`src/hw/rtl/bsg_pkg.sv`:
```
// Shared types, widths, codes and constants of the battery guard supervisor.
package bsg_pkg;

  localparam int V_W        = 14;
  localparam int T_W        = 32;
  localparam int MARGIN_W   = 12;
  localparam int RATE_W     = 10;
  localparam int CMD_W      = 3;
  localparam int MODE_W     = 2;
  localparam int ADDR_W     = 5;
  localparam int DATA_W     = 32;

  localparam int unsigned DEF_MIN_CEILING_MV = 10000;
  localparam int unsigned DEF_DECAY_GAP_MS   = 100;

  // Decay step: floor(rate * dt / 1000), saturated once it exceeds any sample.
  localparam int PROD_W      = RATE_W + T_W;
  localparam int QUOT_W      = V_W + 1;
  localparam int MS_PER_S    = 1000;
  localparam int RECIP_IN_W  = 24;
  localparam int RECIP_MUL_W = 25;
  localparam int RECIP_SHIFT = 34;
  localparam int RECIP_W     = RECIP_IN_W + RECIP_MUL_W;
  localparam logic [63:0] RECIP_FULL =
      ((64'd1 << RECIP_SHIFT) + 64'(MS_PER_S) - 64'd1) / 64'(MS_PER_S);
  localparam logic [RECIP_MUL_W-1:0] RECIP_MUL = RECIP_FULL[RECIP_MUL_W-1:0];
  localparam logic [PROD_W-1:0] QUOT_LIMIT = PROD_W'((64'd1 << V_W) * 64'(MS_PER_S));
  localparam logic [QUOT_W-1:0] QUOT_SAT = QUOT_W'(64'd1 << V_W);

  localparam logic [0:0]          DEF_MONITOR_ENABLE   = 1'b1;
  localparam logic [V_W-1:0]      DEF_CRITICAL_MV      = 14'd6400;
  localparam logic [MARGIN_W-1:0] DEF_NEAR_MARGIN_MV   = 12'd300;
  localparam logic [V_W-1:0]      DEF_WARNING_MV       = 14'd7000;
  localparam logic [RATE_W-1:0]   DEF_DECAY_RATE       = 10'd10;
  localparam logic [T_W-1:0]      DEF_CRITICAL_COOLDOWN = 32'd5000;
  localparam logic [T_W-1:0]      DEF_WARNING_COOLDOWN  = 32'd10000;

  localparam logic REASON_OPERATOR = 1'b0;
  localparam logic REASON_BATTERY  = 1'b1;

  typedef enum logic [CMD_W-1:0] {
    CMD_UPDATE         = 3'd0,
    CMD_SET_INPUT_LOSS = 3'd1,
    CMD_SET_LINK_LOSS  = 3'd2,
    CMD_ESTOP          = 3'd3,
    CMD_CLEAR_ESTOP    = 3'd4,
    CMD_RESET_MIN      = 3'd5
  } cmd_t;

  typedef enum logic [MODE_W-1:0] {
    MODE_CLEAR      = 2'd0,
    MODE_ESTOP      = 2'd1,
    MODE_LINK_LOSS  = 2'd2,
    MODE_INPUT_LOSS = 2'd3
  } mode_t;

  typedef enum logic [ADDR_W-3:0] {
    REG_MONITOR_ENABLE    = 3'd0,
    REG_CRITICAL_MV       = 3'd1,
    REG_NEAR_MARGIN_MV    = 3'd2,
    REG_WARNING_MV        = 3'd3,
    REG_DECAY_RATE        = 3'd4,
    REG_CRITICAL_COOLDOWN = 3'd5,
    REG_WARNING_COOLDOWN  = 3'd6
  } reg_idx_t;

  typedef struct packed {
    logic                monitor_enable;
    logic [V_W-1:0]      critical_mv;
    logic [MARGIN_W-1:0] near_margin_mv;
    logic [V_W-1:0]      warning_mv;
    logic [RATE_W-1:0]   decay_rate_mv_per_s;
    logic [T_W-1:0]      critical_cooldown_ms;
    logic [T_W-1:0]      warning_cooldown_ms;
  } cfg_t;

  typedef struct packed {
    logic [CMD_W-1:0] cmd;
    logic             flag_value;
    logic [V_W-1:0]   voltage_mv;
    logic [T_W-1:0]   now_ms;
    logic             external_fault;
  } item_t;

  typedef struct packed {
    item_t             item;
    logic              gap;
    logic [QUOT_W-1:0] quot;
  } stage_t;

endpackage

```
`src/hw/rtl/bsg_if.sv`:
```
// Item channel interfaces for the battery guard supervisor.
interface bsg_req_if;
  import bsg_pkg::*;
  logic                 valid;
  logic                 ready;
  logic [CMD_W-1:0]     cmd;
  logic                 flag_value;
  logic [V_W-1:0]       voltage_mv;
  logic [T_W-1:0]       now_ms;
  logic                 external_fault;

  modport source (output valid, cmd, flag_value, voltage_mv, now_ms, external_fault,
                  input ready);
  modport sink (input valid, cmd, flag_value, voltage_mv, now_ms, external_fault,
                output ready);
endinterface

interface bsg_rsp_if;
  import bsg_pkg::*;
  logic              valid;
  logic              ready;
  logic [MODE_W-1:0] safety_state;
  logic [V_W-1:0]    min_voltage_mv;
  logic              fault_trigger;
  logic              fault_reason;
  logic              near_critical_warn;
  logic              low_battery_warn;

  modport source (output valid, safety_state, min_voltage_mv, fault_trigger, fault_reason,
                  near_critical_warn, low_battery_warn, input ready);
  modport sink (input valid, safety_state, min_voltage_mv, fault_trigger, fault_reason,
                near_critical_warn, low_battery_warn, output ready);
endinterface

```
`src/hw/rtl/bsg_cfg.sv`:
```
// Configuration register file with its APB-style access port.
module bsg_cfg (
  input  logic                        clk,
  input  logic                        rst,
  input  logic                        psel,
  input  logic                        penable,
  input  logic                        pwrite,
  input  logic [bsg_pkg::ADDR_W-1:0]  paddr,
  input  logic [bsg_pkg::DATA_W-1:0]  pwdata,
  output logic [bsg_pkg::DATA_W-1:0]  prdata,
  output logic                        pready,
  output bsg_pkg::cfg_t               cfg
);
  import bsg_pkg::*;

  reg_idx_t idx;
  logic     wr;

  assign idx    = reg_idx_t'(paddr[ADDR_W-1:2]);
  assign wr     = psel && penable && pwrite;
  assign pready = 1'b1;

  always_ff @(posedge clk) begin
    if (rst) begin
      cfg.monitor_enable       <= DEF_MONITOR_ENABLE;
      cfg.critical_mv          <= DEF_CRITICAL_MV;
      cfg.near_margin_mv       <= DEF_NEAR_MARGIN_MV;
      cfg.warning_mv           <= DEF_WARNING_MV;
      cfg.decay_rate_mv_per_s  <= DEF_DECAY_RATE;
      cfg.critical_cooldown_ms <= DEF_CRITICAL_COOLDOWN;
      cfg.warning_cooldown_ms  <= DEF_WARNING_COOLDOWN;
    end else if (wr) begin
      unique case (idx)
        REG_MONITOR_ENABLE:    cfg.monitor_enable       <= pwdata[0];
        REG_CRITICAL_MV:       cfg.critical_mv          <= pwdata[V_W-1:0];
        REG_NEAR_MARGIN_MV:    cfg.near_margin_mv       <= pwdata[MARGIN_W-1:0];
        REG_WARNING_MV:        cfg.warning_mv           <= pwdata[V_W-1:0];
        REG_DECAY_RATE:        cfg.decay_rate_mv_per_s  <= pwdata[RATE_W-1:0];
        REG_CRITICAL_COOLDOWN: cfg.critical_cooldown_ms <= pwdata[T_W-1:0];
        REG_WARNING_COOLDOWN:  cfg.warning_cooldown_ms  <= pwdata[T_W-1:0];
        default: ;
      endcase
    end
  end

  always_comb begin
    prdata = '0;
    unique case (idx)
      REG_MONITOR_ENABLE:    prdata = DATA_W'(cfg.monitor_enable);
      REG_CRITICAL_MV:       prdata = DATA_W'(cfg.critical_mv);
      REG_NEAR_MARGIN_MV:    prdata = DATA_W'(cfg.near_margin_mv);
      REG_WARNING_MV:        prdata = DATA_W'(cfg.warning_mv);
      REG_DECAY_RATE:        prdata = DATA_W'(cfg.decay_rate_mv_per_s);
      REG_CRITICAL_COOLDOWN: prdata = cfg.critical_cooldown_ms;
      REG_WARNING_COOLDOWN:  prdata = cfg.warning_cooldown_ms;
      default:               prdata = '0;
    endcase
  end

endmodule

```
`src/hw/rtl/bsg_decay.sv`:
```
// Front pipeline: elapsed time, decay product and divide by 1000 per item.
module bsg_decay #(
  parameter int unsigned DECAY_GAP_MS = bsg_pkg::DEF_DECAY_GAP_MS
) (
  input  logic                            clk,
  input  logic                            rst,
  input  bsg_pkg::cfg_t                   cfg,
  input  logic                            in_valid,
  output logic                            in_ready,
  input  bsg_pkg::item_t                  in_item,
  output logic                            out_valid,
  input  logic                            out_ready,
  output bsg_pkg::stage_t                 out_data
);
  import bsg_pkg::*;

  logic [T_W-1:0]         last_decay_ms;
  logic                   a_valid;
  item_t                  a_item;
  logic [T_W-1:0]         a_dt;
  logic                   b_valid;
  item_t                  b_item;
  logic                   b_gap;
  logic [PROD_W-1:0]      b_prod;
  logic                   c_valid;
  stage_t                 c_data;
  logic                   en_a;
  logic                   en_b;
  logic                   en_c;
  logic [RECIP_W-1:0]     recip;
  logic [QUOT_W-1:0]      quot;

  assign en_c     = !c_valid || out_ready;
  assign en_b     = !b_valid || en_c;
  assign en_a     = !a_valid || en_b;
  assign in_ready = en_a;

  assign out_valid = c_valid;
  assign out_data  = c_data;

  always_comb begin
    recip = RECIP_W'(b_prod[RECIP_IN_W-1:0]) * RECIP_W'(RECIP_MUL);
    if (b_prod >= QUOT_LIMIT) begin
      quot = QUOT_SAT;
    end else begin
      quot = recip[RECIP_SHIFT +: QUOT_W];
    end
  end

  always_ff @(posedge clk) begin
    if (rst) begin
      last_decay_ms <= '0;
      a_valid       <= 1'b0;
      b_valid       <= 1'b0;
      c_valid       <= 1'b0;
    end else begin
      if (en_a) a_valid <= in_valid;
      if (en_b) b_valid <= a_valid;
      if (en_c) c_valid <= b_valid;
      if (in_valid && en_a && cmd_t'(in_item.cmd) == CMD_UPDATE && cfg.monitor_enable) begin
        last_decay_ms <= in_item.now_ms;
      end
    end
  end

  always_ff @(posedge clk) begin
    if (en_a) begin
      a_item <= in_item;
      a_dt   <= in_item.now_ms - last_decay_ms;
    end
    if (en_b) begin
      b_item <= a_item;
      b_gap  <= a_dt > T_W'(DECAY_GAP_MS);
      b_prod <= PROD_W'(cfg.decay_rate_mv_per_s) * PROD_W'(a_dt);
    end
    if (en_c) begin
      c_data.item <= b_item;
      c_data.gap  <= b_gap;
      c_data.quot <= quot;
    end
  end

endmodule

```
`src/hw/rtl/bsg_track.sv`:
```
// Supervisor state, minimum tracking, fault and warning logic, result register.
module bsg_track #(
  parameter int unsigned MIN_CEILING_MV = bsg_pkg::DEF_MIN_CEILING_MV
) (
  input  logic            clk,
  input  logic            rst,
  input  bsg_pkg::cfg_t   cfg,
  input  logic            s_valid,
  output logic            s_ready,
  input  bsg_pkg::stage_t s_data,
  bsg_rsp_if.source       rsp
);
  import bsg_pkg::*;

  mode_t               mode;
  mode_t               mode_next;
  logic                input_loss;
  logic                input_loss_next;
  logic                link_loss;
  logic                link_loss_next;
  logic                estop;
  logic                estop_next;
  logic                fault;
  logic                fault_next;
  logic [V_W-1:0]      tracked;
  logic [V_W-1:0]      tracked_next;
  logic [T_W-1:0]      last_warn;
  logic [T_W-1:0]      last_warn_next;
  logic [T_W-1:0]      last_crit;
  logic [T_W-1:0]      last_crit_next;
  logic                stop;
  logic                trig;
  logic                reason;
  logic                near_w;
  logic                low_w;
  logic [QUOT_W-1:0]   capped;
  logic [V_W-1:0]      decayed;
  logic [V_W-1:0]      lowered;
  logic [QUOT_W-1:0]   near_level;
  logic [T_W-1:0]      crit_wait;
  logic [T_W-1:0]      warn_wait;
  logic                take;
  logic [V_W-1:0]      v;
  logic [T_W-1:0]      now;

  logic                o_valid;
  mode_t               o_state;
  logic [V_W-1:0]      o_min;
  logic                o_trig;
  logic                o_reason;
  logic                o_near;
  logic                o_low;

  assign s_ready = !o_valid || rsp.ready;
  assign take    = s_valid && s_ready;
  assign v       = s_data.item.voltage_mv;
  assign now     = s_data.item.now_ms;

  assign rsp.valid              = o_valid;
  assign rsp.safety_state       = o_state;
  assign rsp.min_voltage_mv     = o_min;
  assign rsp.fault_trigger      = o_trig;
  assign rsp.fault_reason       = o_reason;
  assign rsp.near_critical_warn = o_near;
  assign rsp.low_battery_warn   = o_low;

  always_comb begin
    capped = QUOT_W'(tracked) + s_data.quot;
    if (capped > QUOT_W'(v)) capped = QUOT_W'(v);
    if (capped > QUOT_W'(MIN_CEILING_MV)) capped = QUOT_W'(MIN_CEILING_MV);
    decayed    = s_data.gap ? capped[V_W-1:0] : tracked;
    lowered    = (v < decayed) ? v : decayed;
    near_level = QUOT_W'(cfg.critical_mv) + QUOT_W'(cfg.near_margin_mv);
    crit_wait  = now - last_crit;
    warn_wait  = now - last_warn;

    stop            = estop || fault || s_data.item.external_fault;
    mode_next       = mode;
    input_loss_next = input_loss;
    link_loss_next  = link_loss;
    estop_next      = estop;
    fault_next      = fault;
    tracked_next    = tracked;
    last_warn_next  = last_warn;
    last_crit_next  = last_crit;
    trig            = 1'b0;
    reason          = REASON_OPERATOR;
    near_w          = 1'b0;
    low_w           = 1'b0;

    unique case (cmd_t'(s_data.item.cmd))
      CMD_UPDATE: begin
        if (cfg.monitor_enable) begin
          tracked_next = lowered;
          if (lowered < cfg.critical_mv && !stop) begin
            stop       = 1'b1;
            fault_next = 1'b1;
            trig       = 1'b1;
            reason     = REASON_BATTERY;
          end else if (QUOT_W'(v) < near_level) begin
            if (crit_wait >= cfg.critical_cooldown_ms) begin
              near_w         = 1'b1;
              last_crit_next = now;
            end
          end else if (v < cfg.warning_mv) begin
            if (warn_wait >= cfg.warning_cooldown_ms) begin
              low_w          = 1'b1;
              last_warn_next = now;
            end
          end
        end
        priority if (stop) begin
          mode_next = MODE_ESTOP;
        end else if (link_loss) begin
          mode_next = MODE_LINK_LOSS;
        end else if (input_loss) begin
          mode_next = MODE_INPUT_LOSS;
        end else begin
          mode_next = MODE_CLEAR;
        end
      end
      CMD_SET_INPUT_LOSS: input_loss_next = s_data.item.flag_value;
      CMD_SET_LINK_LOSS:  link_loss_next  = s_data.item.flag_value;
      CMD_ESTOP: begin
        estop_next = 1'b1;
        fault_next = 1'b1;
        trig       = 1'b1;
        reason     = REASON_OPERATOR;
      end
      CMD_CLEAR_ESTOP: begin
        estop_next   = 1'b0;
        fault_next   = 1'b0;
        tracked_next = V_W'(MIN_CEILING_MV);
      end
      CMD_RESET_MIN: tracked_next = V_W'(MIN_CEILING_MV);
      default: ;
    endcase
  end

  always_ff @(posedge clk) begin
    if (rst) begin
      mode       <= MODE_CLEAR;
      input_loss <= 1'b0;
      link_loss  <= 1'b0;
      estop      <= 1'b0;
      fault      <= 1'b0;
      tracked    <= V_W'(MIN_CEILING_MV);
      last_warn  <= '0;
      last_crit  <= '0;
      o_valid    <= 1'b0;
    end else begin
      if (s_ready) o_valid <= s_valid;
      if (take) begin
        mode       <= mode_next;
        input_loss <= input_loss_next;
        link_loss  <= link_loss_next;
        estop      <= estop_next;
        fault      <= fault_next;
        tracked    <= tracked_next;
        last_warn  <= last_warn_next;
        last_crit  <= last_crit_next;
      end
    end
  end

  always_ff @(posedge clk) begin
    if (take) begin
      o_state  <= mode_next;
      o_min    <= tracked_next;
      o_trig   <= trig;
      o_reason <= reason;
      o_near   <= near_w;
      o_low    <= low_w;
    end
  end

endmodule

```
`src/hw/rtl/safety_supervisor_battery_guard_core.sv`:
```
// Top level of the battery guard safety supervisor.
// Items pass pipeline stages a, b and c, then the result register; the decay multiply and
// the divide by 1000 run in two pipeline stages, and state is updated in the single stage
// before the result register. Throughput: one item per cycle unless the result side stalls.
// Stalls on the result side fill empty stages before input ready drops.
// Reset is synchronous: state, timers and configuration return to their defaults.
module safety_supervisor_battery_guard_core #(
  parameter int unsigned MIN_CEILING_MV = bsg_pkg::DEF_MIN_CEILING_MV,
  parameter int unsigned DECAY_GAP_MS   = bsg_pkg::DEF_DECAY_GAP_MS
) (
  input  logic                        clk,
  input  logic                        rst,
  bsg_req_if.sink                     req,
  bsg_rsp_if.source                   rsp,
  input  logic                        psel,
  input  logic                        penable,
  input  logic                        pwrite,
  input  logic [bsg_pkg::ADDR_W-1:0]  paddr,
  input  logic [bsg_pkg::DATA_W-1:0]  pwdata,
  output logic [bsg_pkg::DATA_W-1:0]  prdata,
  output logic                        pready
);
  import bsg_pkg::*;

  cfg_t   cfg;
  item_t  in_item;
  logic   s_valid;
  logic   s_ready;
  stage_t s_data;

  assign in_item.cmd            = req.cmd;
  assign in_item.flag_value     = req.flag_value;
  assign in_item.voltage_mv     = req.voltage_mv;
  assign in_item.now_ms         = req.now_ms;
  assign in_item.external_fault = req.external_fault;

  bsg_cfg u_cfg (
    .clk     (clk),
    .rst     (rst),
    .psel    (psel),
    .penable (penable),
    .pwrite  (pwrite),
    .paddr   (paddr),
    .pwdata  (pwdata),
    .prdata  (prdata),
    .pready  (pready),
    .cfg     (cfg)
  );

  bsg_decay #(
    .DECAY_GAP_MS (DECAY_GAP_MS)
  ) u_decay (
    .clk       (clk),
    .rst       (rst),
    .cfg       (cfg),
    .in_valid  (req.valid),
    .in_ready  (req.ready),
    .in_item   (in_item),
    .out_valid (s_valid),
    .out_ready (s_ready),
    .out_data  (s_data)
  );

  bsg_track #(
    .MIN_CEILING_MV (MIN_CEILING_MV)
  ) u_track (
    .clk     (clk),
    .rst     (rst),
    .cfg     (cfg),
    .s_valid (s_valid),
    .s_ready (s_ready),
    .s_data  (s_data),
    .rsp     (rsp)
  );

endmodule
```
`src/flat_wrapper.sv`:
```
// flat-port wrapper written by rule: the top's interface ports become plain ports
module safety_supervisor_battery_guard_core_flat import bsg_pkg::*;
#(
  parameter int unsigned MIN_CEILING_MV = bsg_pkg::DEF_MIN_CEILING_MV,
  parameter int unsigned DECAY_GAP_MS   = bsg_pkg::DEF_DECAY_GAP_MS
)
  (clk, rst, psel, penable, pwrite, paddr, pwdata, prdata, pready, req_valid, req_cmd, req_flag_value, req_voltage_mv, req_now_ms, req_external_fault, req_ready, rsp_valid, rsp_safety_state, rsp_min_voltage_mv, rsp_fault_trigger, rsp_fault_reason, rsp_near_critical_warn, rsp_low_battery_warn, rsp_ready);
  bsg_req_if req_i ();
  bsg_rsp_if rsp_i ();
  input  logic clk;
  input  logic rst;
  input  logic psel;
  input  logic penable;
  input  logic pwrite;
  input  logic [bsg_pkg::ADDR_W-1:0] paddr;
  input  logic [bsg_pkg::DATA_W-1:0] pwdata;
  output logic [bsg_pkg::DATA_W-1:0] prdata;
  output logic pready;
  input wire logic [$bits(req_i.valid)-1:0] req_valid;
  input wire logic [$bits(req_i.cmd)-1:0] req_cmd;
  input wire logic [$bits(req_i.flag_value)-1:0] req_flag_value;
  input wire logic [$bits(req_i.voltage_mv)-1:0] req_voltage_mv;
  input wire logic [$bits(req_i.now_ms)-1:0] req_now_ms;
  input wire logic [$bits(req_i.external_fault)-1:0] req_external_fault;
  output wire logic [$bits(req_i.ready)-1:0] req_ready;
  output wire logic [$bits(rsp_i.valid)-1:0] rsp_valid;
  output wire logic [$bits(rsp_i.safety_state)-1:0] rsp_safety_state;
  output wire logic [$bits(rsp_i.min_voltage_mv)-1:0] rsp_min_voltage_mv;
  output wire logic [$bits(rsp_i.fault_trigger)-1:0] rsp_fault_trigger;
  output wire logic [$bits(rsp_i.fault_reason)-1:0] rsp_fault_reason;
  output wire logic [$bits(rsp_i.near_critical_warn)-1:0] rsp_near_critical_warn;
  output wire logic [$bits(rsp_i.low_battery_warn)-1:0] rsp_low_battery_warn;
  input wire logic [$bits(rsp_i.ready)-1:0] rsp_ready;
  assign req_i.valid = req_valid;
  assign req_i.cmd = req_cmd;
  assign req_i.flag_value = req_flag_value;
  assign req_i.voltage_mv = req_voltage_mv;
  assign req_i.now_ms = req_now_ms;
  assign req_i.external_fault = req_external_fault;
  assign req_ready = req_i.ready;
  assign rsp_valid = rsp_i.valid;
  assign rsp_safety_state = rsp_i.safety_state;
  assign rsp_min_voltage_mv = rsp_i.min_voltage_mv;
  assign rsp_fault_trigger = rsp_i.fault_trigger;
  assign rsp_fault_reason = rsp_i.fault_reason;
  assign rsp_near_critical_warn = rsp_i.near_critical_warn;
  assign rsp_low_battery_warn = rsp_i.low_battery_warn;
  assign rsp_i.ready = rsp_ready;
  safety_supervisor_battery_guard_core #(.MIN_CEILING_MV(MIN_CEILING_MV), .DECAY_GAP_MS(DECAY_GAP_MS)) u_core (.clk(clk), .rst(rst), .req(req_i), .rsp(rsp_i), .psel(psel), .penable(penable), .pwrite(pwrite), .paddr(paddr), .pwdata(pwdata), .prdata(prdata), .pready(pready));
endmodule
```
`config.mk`:
```
export PLATFORM = sky130hd
export DESIGN_NAME = safety_supervisor_battery_guard_core_flat
export DESIGN_NICKNAME = d
export VERILOG_FILES = /design/src/hw/rtl/bsg_pkg.sv /design/src/hw/rtl/bsg_if.sv /design/src/hw/rtl/bsg_cfg.sv /design/src/hw/rtl/bsg_decay.sv /design/src/hw/rtl/bsg_track.sv /design/src/hw/rtl/safety_supervisor_battery_guard_core.sv /design/src/flat_wrapper.sv
export SDC_FILE = /design/constraint.sdc
export NUM_CORES = 2
export LEC_CHECK = 0
export BUFFER_PORTS_ARGS = -buffer_cell sky130_fd_sc_hd__buf_4
export CAP_MARGIN = 30
export CORE_UTILIZATION = 30
export CTS_BUF_LIST = sky130_fd_sc_hd__clkbuf_2
export DETAILED_ROUTE_END_ITERATION = 16
export HOLD_SLACK_MARGIN = 0.06
export PLACE_DENSITY = 0.52
export SYNTH_ARGS = -nofsm -noshare
export SYNTH_HDL_FRONTEND = slang
export SYNTH_HIERARCHICAL = 1
export SYNTH_SLANG_ARGS = --single-unit
```
`constraint.sdc`:
```
create_clock -name clk -period 12 [get_ports clk]
set_input_delay 1.8 -clock clk [delete_from_list [all_inputs] [get_ports clk]]
set_output_delay 1.8 -clock clk [all_outputs]
set_load 0.02 [all_outputs]
```
==> results by group <==
Yosys
  – Ys async rst share: 0%
  – Average footprint of a synthesized cell: around 9.5 um2
  – Number of warnings reported in the yosys synthesis log: 6
  – Mapped Nets: between 6k and 7k
  – Post-synthesis instance area: between 40000 and 50000 um2
  – Count of flip-flops with a built-in enable after synthesis: approximately 260
  – Biggest area consumer among synthesized cells: sky130_fd_sc_hd__fa_1
  – Fraction of the yosys area taken by sequential cells: between 20% and 30%
  – Area contributors post-synth: sky130_fd_sc_hd__fa_1, sky130_fd_sc_hd__edfxtp_1, sky130_fd_sc_hd__ha_1
  – Register bit count reported by yosys: between 400 and 500
  – Portion of synthesized cell area occupied by the leading cell type: between 10% and 20%
  – Commonest cells in the synthesized netlist: sky130_fd_sc_hd__inv_1, sky130_fd_sc_hd__ha_1, sky130_fd_sc_hd__fa_1
  – Most common cell in the synthesized netlist: sky130_fd_sc_hd__inv_1
  – Number of different library cells in the post-synthesis netlist: 102
  – Cells after synthesis: 4908
  – Leading register cell type out of synthesis: sky130_fd_sc_hd__edfxtp_1

Hold path
  – WHS Path Cells: 0
  – Hold worst-path end: u_core/u_decay/out_data[34]
  – Tightest Hold Check Type: flip-flop to flip-flop
  – Hold path start: u_core/u_decay/b_item[18]

STA
  – Final worst-path setup slack: about 2.0 ns
  – Unrepaired setup endpoints after global routing: false
  – Measured slew at the worst slew-check pin: between 1 and 1.5 ns
  – Relative slew margins: about a third
  – Ratio of final minimum period to clock period: about 83%
  – Min Clock Period, post-route: 9.96 ns
  – Number of hold violations in the final report: 0
  – Setup total negative slack: 0 ns
  – Count of endpoints failing setup in the final report: 0
  – Highest clock frequency the design can meet: 100 MHz
  – Setup clock skew after layout: between 0.1 and 0.15 ns
  – Slew Viols, Final: 0

Setup path
  – Crit Path Class: flip-flop to flip-flop
  – Worst-case reg-to-reg path depth: 40
  – Most common cell type on the critical path: sky130_fd_sc_hd__a21o_1
  – Maximum fanout count along the critical path: 30
  – Crit-path slowest cell: sky130_fd_sc_hd__nand3b_1
  – Reg2reg start: u_core/u_track/tracked[0]
  – Critical Path RT: between 10 and 15 ns
  – Critical Path End Type: flip-flop
  – Register-to-register setup slack: 2.04 ns
  – RR Endpoint: u_core/u_track/last_warn[10]
  – Startpoint kind of the worst setup timing path: flip-flop
  – Highest cell delay on the worst timing path: ~0.61 ns
  – Data arrival time of the critical path: between 10 and 15 ns

Route
  – Post-route DRC: 36
  – Routed Antenna Nets: 0
  – Highest Signal Layer: met5
  – Routed wire length: approximately 130000 um
  – First-pass iteration count of the detailed router: 13
  – Metal1 wirelength: between 60000 and 70000 um
  – Average wire per cell in the routed design: roughly 17 um
  – Initial drt markers: about 2.0k
  – Met2 wire length: approximately 57000 um
  – Total length of routed met3 wires: between 5000 and 6000 um
  – Routed vias: roughly 34k
  – Number of vias per cell: 4.76

Clock network
  – Number of gates resized after cts: 0
  – Number of buffers inserted by post-CTS setup repair: 0
  – Maximum level of the CTS H-tree: 4
  – CTS Buf Count: between 100 and 150
  – Clock Pin Slew Worst Setup and Hold Paths: about 0.09 ns
  – TritonCTS clock tree: yes
  – Clock insertion delay at the later pin of the skew report: around 1.4 ns
  – Count of hold buffers inserted by post-cts repair: 0
  – Root Buffer: sky130_fd_sc_hd__clkbuf_2
  – Clk buf depth: 3
  – Sink count of the clock tree: 499

Placed design
  – Number of input and output port buffers inserted: about 150
  – Total cell area at the placement stage: roughly 50000 um2
  – HPWL after detailed placement: roughly 96000 um
  – Worst slack at placement: around 1.7 ns
  – Cell total after placement: between 6k and 7k
  – Global placement routability congestion: approximately 0.87

Run
  – Count of max-cap constraint violations: 0

Floorplan
  – Die W: 397 um
  – Chip Height: between 300 and 400 um
  – Die footprint: around 160000 um2
  – I/O pin count: 150
  – FP Rows: between 100 and 150
  – Core area: between 150000 and 200000 um2
  – Starting density of the core: a little under a third

GRT
  – GR Util All Layers: around 16%
  – Pin count of the biggest net entering global routing: 93
  – Global-route wire length before repair: ~200000 um
  – Vias in the first global route: about 36k
  – Total overflow reported by the global router: 0
  – Initial antenna violation count: 6

Final layout
  – Final standard cell count with taps included and fillers excluded: between 7k and 8k
  – Total Nets Final: around 6.2k
  – Share of cells above drive strength 1: under 10%
  – Area delta synth->final: 9.86%
  – Post-route design area: a little over 50000 um2

Run status
  – Result of the run: finished, violations left
  – Failing checks: design-rule violations
per-layer routing:
| metal | track usage (%) | vias up |
|---|---|---|
| li1 | - | 16800 |
| met1 | 22.1 | 16700 |
| met2 | 25.9 | 691 |
| met3 | 2.27 | 141 |
| met4 | 4.63 | 2 |
| met5 | 0 | - |
final cells by class:
| cell class | instances | area, um2 |
|---|---|---|
| Multi-Input combinational cell | 3380 | 30200 |
| Timing Repair Buffer | 187 | 1450 |
| Antenna cell | 7 | 17.5 |
| Clock buffer | 219 | 1100 |
| Fill cell | 16000 | 103000 |
| Tap cell | 2044 | 2560 |
| Sequential cell | 499 | 12600 |
| Inverter | 843 | 3160 |
| Clock inverter | 41 | 264 |
flip-flops by register name (all words and copies together) (netlist names), 2 cells and up:
register / count
u_core/u_cfg/cfg: 115
u_core/u_decay/out_data: 67
u_core/u_decay/a_item: 51
u_core/u_decay/b_item: 51
u_core/u_decay/b_prod: 42
u_core/u_decay/a_dt: 32
u_core/u_decay/last_decay_ms: 32
u_core/u_track/last_crit: 32
u_core/u_track/last_warn: 32
u_core/u_track/rsp.min_voltage_mv: 14
u_core/u_track/tracked: 14
u_core/u_track/mode: 2
u_core/u_track/rsp.safety_state: 2
cells in the final DEF (no fill, tap or decap), drive strengths merged, types with 37 or more instances in the layout:
master  synthesis  final
nand3         130    130
edfxtp        264    264
nand2b        110    110
fa            418    418
nand4          37     37
inv           842    846
nor2          158    158
and2          182    182
dfxtp         235    235
clkbuf        139    219
xnor2         109    109
xor2           43     43
nand2         404    404
a21oi         275    275
o21ai         210    210
ha            591    591
a21o          115    115
mux2i         110    110
nor2b          37     37
nor3           49     49
buf            47    187
worst max-delay path by stage:
stage	endpoint	slack [ns]	startpoint
global route	u_core/u_track/last_warn[5]	1.17	u_core/u_track/tracked[0]
finish	u_core/u_track/last_warn[10]	2.04	u_core/u_track/tracked[0]
detailed placement	u_core/u_track/last_warn[6]	1.74	u_core/u_decay/out_data[0]
CTS	u_core/u_track/last_warn[1]	1.64	u_core/u_decay/out_data[0]
global placement	u_core/u_track/last_warn[6]	1.89	u_core/u_track/tracked[0]
floorplan	u_core/u_track/last_warn[12]	3.83	u_core/u_decay/out_data[0]
cell families (layout without fill, tap and decap cells):
logic type	count (synthesis)	in the layout	share of synthesized area, %
xor gates and xnor gates	152	152	2.85
buffers and inverters	1029	1290	8.52
other	1	8	0.00801
DFF	499	499	27.0
and+or+nand+nor	1187	1187	12.6
AOI/OAI and AO/OA	901	901	12.5
muxes	130	130	2.87
adders and majority gates	1009	1009	33.7
through the flow:
step                      hold WS, ns  utilization [%]
final                           0.380             33.3
after global routing            0.402             33.3
after CTS                       0.373             33.3
after detailed placement        0.405             32.4
after global placement          0.401             32.3
after floorplan                 0.400                -
critical path, delay by kind of cell (launching register included):
family	cells	cell delay [ns]
compound gates	22	5.10
simple gates	8	1.62
fa+ha+maj	5	1.53
mux	2	0.69
buf+inv	3	0.47
flops	1	0.40
Power is not shown: default switching activity piles up to over one toggle a cycle in this logic, so the estimate is an artifact.
